--- config.mk ---
export PLATFORM = sky130hd
export DESIGN_NAME = fpl_div
export DESIGN_NICKNAME = d
export VERILOG_FILES = /design/src/fpl_pkg.sv /design/src/fpl_div.sv
export SDC_FILE = /design/constraint.sdc
export NUM_CORES = 2
export LEC_CHECK = 0
export BUFFER_PORTS_ARGS = -buffer_cell sky130_fd_sc_hd__buf_4
export CAP_MARGIN = 30
export CORE_MARGIN = 2
export CORE_UTILIZATION = 40
export DETAILED_ROUTE_END_ITERATION = 7
export HOLD_SLACK_MARGIN = 0.02
export PLACE_DENSITY = 0.59
export SYNTH_ARGS = -nofsm -noshare
export SYNTH_HDL_FRONTEND = slang
export SYNTH_SLANG_ARGS = --single-unit
--- constraint.sdc ---
create_clock -name aclk -period 15.39 [get_ports aclk]
set_input_delay 1.539 -clock aclk [delete_from_list [all_inputs] [get_ports aclk]]
set_output_delay 1.539 -clock aclk [all_outputs]
set_load 0.05 [all_outputs]
--- src/fpl_pkg.sv ---
// ----------------------------------------------------------------------------
// fpl_pkg
// Shared widths, constants and the arctangent table of the face pose pipeline.
// ----------------------------------------------------------------------------
package fpl_pkg;

    localparam int BOX_BITS     = 12;
    localparam int LM_BITS      = 17;
    localparam int LM_FRAC      = 4;
    localparam int ANG_FRAC     = 7;

    localparam int DIFF_W       = LM_BITS + 1;
    localparam int NUM_W        = LM_BITS + 4;
    localparam int DEN_W        = BOX_BITS + LM_FRAC;
    localparam int QUO_W        = 14;
    localparam int ROLL_W       = 16;

    localparam int CORDIC_STEPS = 24;
    localparam int PRE_SHIFT    = 24;
    localparam int ZFRAC        = 20;
    localparam int XY_W         = DIFF_W + PRE_SHIFT + 3;
    localparam int Z_W          = 30;
    localparam int ROUND_SH     = ZFRAC - ANG_FRAC;

    localparam int CORDIC_LAT   = CORDIC_STEPS + 2;
    localparam int DIV_LAT      = QUO_W + 3;
    localparam int ALIGN_DLY    = CORDIC_LAT - DIV_LAT;
    localparam int PIPE_LAT     = CORDIC_LAT + 2;

    localparam int YAW_K        = 45 << ANG_FRAC;
    localparam int YAW_LIM      = 60 << ANG_FRAC;
    localparam int PITCH_K      = 30 << ANG_FRAC;
    localparam int PITCH_LIM    = 45 << ANG_FRAC;

    localparam logic signed [ROLL_W-1:0] ROLL_180 = ROLL_W'(180 << ANG_FRAC);
    localparam logic signed [ROLL_W-1:0] ROLL_90  = ROLL_W'(90 << ANG_FRAC);
    localparam logic signed [Z_W-1:0]    Z_90     = Z_W'(90 << ZFRAC);

    // atan(2^-i) in degrees, 2^-20 degree units
    localparam logic signed [Z_W-1:0] ATAN_TAB [CORDIC_STEPS] = '{
        Z_W'(47185920), Z_W'(27855475), Z_W'(14718068), Z_W'(7471121),
        Z_W'(3750058),  Z_W'(1876857),  Z_W'(938658),   Z_W'(469357),
        Z_W'(234682),   Z_W'(117342),   Z_W'(58671),    Z_W'(29335),
        Z_W'(14668),    Z_W'(7334),     Z_W'(3667),     Z_W'(1833),
        Z_W'(917),      Z_W'(458),      Z_W'(229),      Z_W'(115),
        Z_W'(57),       Z_W'(29),       Z_W'(14),       Z_W'(7)
    };

endpackage

--- src/fpl_div.sv ---
// ----------------------------------------------------------------------------
// fpl_div
// Scaled, rounded and clamped signed quotient: one restoring step per stage.
// ----------------------------------------------------------------------------
module fpl_div
    import fpl_pkg::*;
#(
    parameter int K     = 5760,
    parameter int LIMIT = 7680
)
(
    input  logic                     aclk,
    input  logic                     ce,
    input  logic signed [NUM_W-1:0]  num,
    input  logic [DEN_W-1:0]         den,
    output logic signed [QUO_W-1:0]  quo
);

    localparam int KW     = $clog2(K + 1);
    localparam int PROD_W = NUM_W - 1 + KW;
    localparam int REM_W  = PROD_W + 2;
    localparam int DD_W   = DEN_W + 1;

    logic [NUM_W-1:0]  mag;
    logic [PROD_W-1:0] prod_reg;
    logic [DEN_W-1:0]  den_p_reg;
    logic              sgn_p_reg;

    logic [REM_W-1:0]  n_val;
    logic [DD_W-1:0]   dd_val;

    logic [REM_W-1:0]  rem_reg [QUO_W+1];
    logic [DD_W-1:0]   dd_reg  [QUO_W+1];
    logic [QUO_W-1:0]  q_reg   [QUO_W+1];
    logic              sgn_reg [QUO_W+1];
    logic              ovf_reg [QUO_W+1];

    logic [QUO_W-1:0]  q_clamp;
    logic signed [QUO_W-1:0] quo_reg;

    assign mag = (num < 0) ? NUM_W'(-num) : NUM_W'(num);

    always_ff @(posedge aclk) begin
        if (ce) begin
            prod_reg  <= PROD_W'(mag) * PROD_W'(K);
            den_p_reg <= den;
            sgn_p_reg <= num[NUM_W-1];
        end
    end

    // (2*|n|*K + d) / (2*d) gives round-half-away
    assign n_val  = (REM_W'(prod_reg) << 1) + REM_W'(den_p_reg);
    assign dd_val = {den_p_reg, 1'b0};

    always_ff @(posedge aclk) begin
        if (ce) begin
            rem_reg[0] <= n_val;
            dd_reg[0]  <= dd_val;
            q_reg[0]   <= '0;
            sgn_reg[0] <= sgn_p_reg;
            ovf_reg[0] <= n_val >= (REM_W'(dd_val) << QUO_W);
        end
    end

    for (genvar j = 0; j < QUO_W; j++) begin : g_step
        logic [REM_W-1:0] trial;
        logic             ge;
        assign trial = REM_W'(dd_reg[j]) << (QUO_W - 1 - j);
        assign ge    = rem_reg[j] >= trial;
        always_ff @(posedge aclk) begin
            if (ce) begin
                rem_reg[j+1] <= ge ? rem_reg[j] - trial : rem_reg[j];
                q_reg[j+1]   <= {q_reg[j][QUO_W-2:0], ge};
                dd_reg[j+1]  <= dd_reg[j];
                sgn_reg[j+1] <= sgn_reg[j];
                ovf_reg[j+1] <= ovf_reg[j];
            end
        end
    end

    assign q_clamp = (ovf_reg[QUO_W] || q_reg[QUO_W] > QUO_W'(LIMIT))
                     ? QUO_W'(LIMIT) : q_reg[QUO_W];

    always_ff @(posedge aclk) begin
        if (ce) begin
            quo_reg <= sgn_reg[QUO_W] ? -$signed(q_clamp) : $signed(q_clamp);
        end
    end

    assign quo = quo_reg;

endmodule

# After elaboration in Yosys (flattened, before gate mapping)
# Memory sizes are Yosys's and may differ from the RTL's.
# Cells that the tools add are included.
# Widths: inputs -> output; s select.
op_classes:
  addsub: 17
  reduce_logical: 1
  div: 0
  n_bitwise: 0
  order_cmp: 17
  mux: 19
  eq_ne: 0
  shift: 0
  multipliers: 1
op_table:
  columns: ["cell", "n"]
  rows:
  - ["$mux 35", 14]
  - ["$add 34x16->35", 1]
  - ["$ge 35x17->1", 1]
  - ["$ge 35x18->1", 1]
  - ["$ge 35x19->1", 1]
  - ["$ge 35x20->1", 1]
  - ["$ge 35x21->1", 1]
  - ["$ge 35x22->1", 1]
  - ["$ge 35x23->1", 1]
  - ["$ge 35x24->1", 1]
  - ["$ge 35x25->1", 1]
  - ["$ge 35x26->1", 1]
  - ["$ge 35x27->1", 1]
  - ["$ge 35x28->1", 1]
  - ["$ge 35x29->1", 1]
  - ["$ge 35x30->1", 1]
  - ["$ge 35x31->1", 1]
  - ["$sub 35x17->35", 1]
  - ["$sub 35x18->35", 1]
  - ["$sub 35x19->35", 1]
  - ["$sub 35x20->35", 1]
  - ["$sub 35x21->35", 1]
  - ["$sub 35x22->35", 1]
  - ["$sub 35x23->35", 1]
  - ["16 further kinds", 18]
totals:
  latchBits: 0
  wordCells: 64
  memories: 5
  output_inout_bits: 14
  mem_bits_ro: 0
  ff_bits: 57
  mem_bits_rw: 1020
memory_table:
  columns: ["name", "words", "word_bits", "read_ports", "rd_clocked_by_memory_dff", "wr", "line_no", "source"]
  rows:
  - ["rem_reg", 15, 35, 14, 0, 15, "fpl_div.sv:32", "logic [REM_W-1:0] rem_reg [QUO_W+1];"]
  - ["dd_reg", 15, 17, 14, 0, 15, "fpl_div.sv:33", "logic [DD_W-1:0] dd_reg [QUO_W+1];"]
  - ["q_reg", 15, 14, 15, 0, 15, "fpl_div.sv:34", "logic [QUO_W-1:0] q_reg [QUO_W+1];"]
  - ["ovf_reg", 15, 1, 15, 0, 15, "fpl_div.sv:36", "logic ovf_reg [QUO_W+1];"]
  - ["sgn_reg", 15, 1, 15, 0, 15, "fpl_div.sv:35", "logic sgn_reg [QUO_W+1];"]

# Logic depth before layout (Yosys ltp)
# An unclocked memory read counts as a cell.
logic_depth:
  ltp_word: 6
  ltp_mapped: 23

# Worst setup path after synthesis
# OpenSTA, ideal clock, no wires.
synth_timing:
  path_type: "input to register"
  from: "input num[1]"
  to: "register prod_reg[31], data pin"
  arrival_time_ns: 6.617
  n_path_buf: 0
  setup_slack_ns: 8.511
  stages: 23
  required_time_ns: 15.128
  setup_time_ns: 0.262
  path_cell_list: "inv_1 ha_1 nand2b_1 or4_1 or3_1 o41a_1 xnor2_1 inv_1 ha_1 xor2_1 ha_1 inv_1 fa_1 inv_1 ha_1 a21oi_1 o21ai_0 or3_1 nor3_1 nor3_1 a2111oi_0 a21oi_1 xor2_1"
synth_between:
  elab_chain_len: 3
synth_lines:
  columns: ["item", "line_no", "source"]
  rows:
  - ["start: declaration", "fpl_div.sv:14", "input logic signed [NUM_W-1:0] num,"]
  - ["$neg 21->21 / $lt 21x1->1 (equally long branches)", "fpl_div.sv:41", "assign mag = (num < 0) ? NUM_W'(-num) : NUM_W'(num);"]
  - ["$mux 21 *", "fpl_div.sv:41", null]
  - ["$mul 21x6->26 *", "fpl_div.sv:45", "prod_reg <= PROD_W'(mag) * PROD_W'(K);"]
  - ["end signal: assignment", "fpl_div.sv:45", null]
  - ["end: declaration", "fpl_div.sv:25", "logic [PROD_W-1:0] prod_reg;"]
# Mark *: on every way between the ends. The rest lies on a longest branch, timed or not.
# A chain may end at the register's enable or synchronous reset.

# Final worst setup path
layout_timing:
  from: "input num[0]"
  to: "register prod_reg[31], data pin"
# Same word-level chain as after synthesis.

==> metrics.txt <==
status=completed; sequential fraction of the synthesis area=54.15%; Setup CP Type=input pin to flip-flop; post-route ant nets=0; row count=123; vias post-DR=29369; Routed wire per std cell=17.04 um; post-layout min period=6951 ps; Area growth, synth to finish=11.64%; CP Data Arrival Time=7340 ps; Resized Gates After CTS=0; vias in the first global route=28951; Total GRT Usage=16.45%; Critical Path RT=15780 ps; fin nets=4407; Mapped Area=0.04520 mm^2; unrepaired setup endpoints after global routing=false; first-pass GRT wire length=153400 um; die width=340.1 um; Max-slew headroom=32.80%; drt pass-1 iters=5; Initial Util=40.23%; max_cap viols=0; number of H-tree levels=3; R2R cell count=17; asr flop ratio synth=0%; DIE HEIGHT=340.1 um; Pins Over Slew Limit=0; initial antenna violation count=1; Setup Skew=31.20 ps; hold path depth=0; RD Place Congestion=0.8663; I/O pin count=53; Power Density=177.0 mW/mm^2; leakage power=0.01947 uW; PortBufs=52; Clock transition at path regs=60 ps; Max Root-Sink Buffers=3; Yosys cell types=86; Finished Layout Cells=5596; gr ovfl total=0; Setup crit start kind=input pin; slowest stage delay, CP=590 ps; # DRC=0; synthesis-stage register bit count=815; CTS Buf Count=87; hold violation count in the final report=0; Via-to-Cell Ratio=5.248; Ys Warns=0; total power draw=8931 uW; Worst Hold Class=flip-flop to flip-flop; Fin Setup TNS=0 ps; CTS sink cnt=815; CTS tree=done; worst vdd ir=104.6 uV; Post-CTS Setup Inserts=0; total core area=0.1123 mm^2; Synth Area per Inst=11.52 um^2; Fmax=143.9 MHz; Cells after Synth=3924; Critical Path, Cell by Cell=buf_4, inv_1, ha_1, nand2b_1, or4_1, or3_1, o41a_1, xnor2_1, inv_1, ha_1, xor2_1, ha_1, inv_1, fa_1, inv_1, ha_1, a21oi_1, o21ai_0, or3_1, nor3_1, nor3_1, a2111oi_0, a21oi_1, xor2_1; ys flop type=edfxtp_1; largest net degree at the start of global routing=172; cell at the slowest stage of the critical path=a2111oi_0; setup violators final=0; layout cells sized above 1=6.789%; CP max FO=5; Placed Cells=5438; max FFs per register=490; final wirelength=95360 um; Clock Tree Root=clkbuf_16; endpoint class of the critical path=flip-flop; cts hold-fix bufs=0; period utilisation layout=45.17%; Post-DP HPWL=71920 um; die area=0.1157 mm^2; Post-synth EDFFs=815; syn nets=4303; Skew-Pair Late Insertion Delay=670 ps; Tightest Pin Transition=998.8 ps; DRT iter0 DRCs=1771
layout by cell type, fill, tap and decap left out, types with 13 or more instances in the layout:
cell type    n
nand2_1    264
mux2_2      30
a211oi_1    35
o31ai_1     46
inv_1      379
ha_1       304
or2_2       18
o21a_1      40
nor4b_1     19
nor2_1     245
a21o_1      92
nor4_1      50
or3_1       47
xor2_1     181
o21bai_1    14
nand3_1     79
a21oi_1    207
clkbuf_16   89
bufinv_16   13
clkinv_1    17
nor2b_1     52
buf_4       69
edfxtp_1   815
clkbuf_1    17
a31oi_1     25
and3_1      36
o21ai_0    221
and2_1      17
fa_1        36
nor3_1      95
nand4_1     51
or4_1       20
a21boi_0    14
xnor2_1    183
nand4b_1    13
nand2b_1    45
o211ai_1    19
cells in the mapped netlist, drive strengths merged (11+ instances only):
| cell | n | share of area (%) |
|---|---|---|
| xor2 | 181 | 3.5 |
| nor2b | 52 | 0.72 |
| a211oi | 35 | 0.58 |
| o31a | 11 | 0.21 |
| and3 | 36 | 0.50 |
| ha | 304 | 8.4 |
| nand2b | 45 | 0.62 |
| nand4 | 51 | 0.71 |
| nand2 | 264 | 2.2 |
| xnor2 | 183 | 3.5 |
| o211ai | 20 | 0.36 |
| nor4b | 20 | 0.40 |
| fa | 36 | 1.6 |
| a21o | 92 | 1.5 |
| a31oi | 25 | 0.35 |
| o21bai | 14 | 0.23 |
| o31ai | 46 | 0.76 |
| a21oi | 210 | 2.3 |
| and4 | 12 | 0.23 |
| or2 | 19 | 0.26 |
| a21boi | 14 | 0.23 |
| nand4b | 13 | 0.25 |
| nand3 | 79 | 0.87 |
| nor2 | 246 | 2.1 |
| inv | 381 | 3.2 |
| nor4 | 51 | 0.72 |
| and2 | 18 | 0.25 |
| mux2 | 33 | 0.82 |
| or3 | 48 | 0.68 |
| o21a | 40 | 0.66 |
| or4 | 22 | 0.38 |
| o21ai | 222 | 2.5 |
| edfxtp | 815 | 54 |
| nor3 | 95 | 1.1 |
| clkbuf | 52 | 0.43 |
critical path, delay by kind of cell:
family,cells,cell delay [ps]
adder cells (fa/ha/maj),5,1670
AND/OR/NAND/NOR,6,1650
AO/OA/AOI/OAI,5,1390
XOR/XNOR,3,660
buffers and inverters,5,430
per-stage QoR:
step | instance area [um^2] | hold slack [ps] | utilization, % | setup slack, ps
after floorplan | 45200 | 400.3 | - | 8511
after global placement | 47390 | 400.5 | 42.19 | 7789
after detailed placement | 47520 | 404.5 | 42.29 | 7840
after CTS | 50430 | 415.5 | 44.88 | 8530
after global routing | 50450 | 420.8 | 44.91 | 8084
final | 50460 | 416.4 | 44.91 | 8439
worst paths after layout:
| path | from | end | slack (ps) |
|---|---|---|---|
| worst min register to register | q_reg[1][56]$_DFFE_PP_ | q_reg[1][71]$_DFFE_PP_ | 420 |
| worst max-delay path | num[0] | prod_reg[31]$_DFFE_PP_ | 8440 |
| worst max register to register | prod_reg[7]$_DFFE_PP_ | ovf_reg[0][0]$_DFFE_PP_ | 10880 |
| worst min-delay path | q_reg[1][56]$_DFFE_PP_ | q_reg[1][71]$_DFFE_PP_ | 420 |
final cells by class:
class	instances	area, um^2
fillers	10338	61890
flip-flops and latches	815	24470
clock inverters	50	619.3
multi-input cells	2666	19060
repair buffers	77	701.9
well taps	1500	1877
inverters	381	1430
diodes	1	2.502
clock buffers	106	2291
logic make-up after synthesis:
logic type	Yosys count	share of synthesized area [%]
and+or+nand+nor	1090	12.27
adders and majority gates	343	10.08
AOI/OAI and AO/OA	832	11.78
xor gates and xnor gates	364	7.054
DFF	815	54.15
buffers and inverters	443	3.757
muxes	37	0.9108
power breakdown:
group          total (uW)  switching, uW  internal (uW)
sequential           3530            370           3170
clock                2140            859           1280
combinational        3260           1840           1420
total                8930           3070           5860
per-layer routing:
layer	part of all wire, %	track usage [%]	up-vias
met5	0	0	-
met4	3.3	5.681	0
met3	3.1	2.184	185
met2	51	29.76	445
met1	43	20.08	14074
li1	-	-	14665
Note: power is estimated with default switching activity, not from simulation.
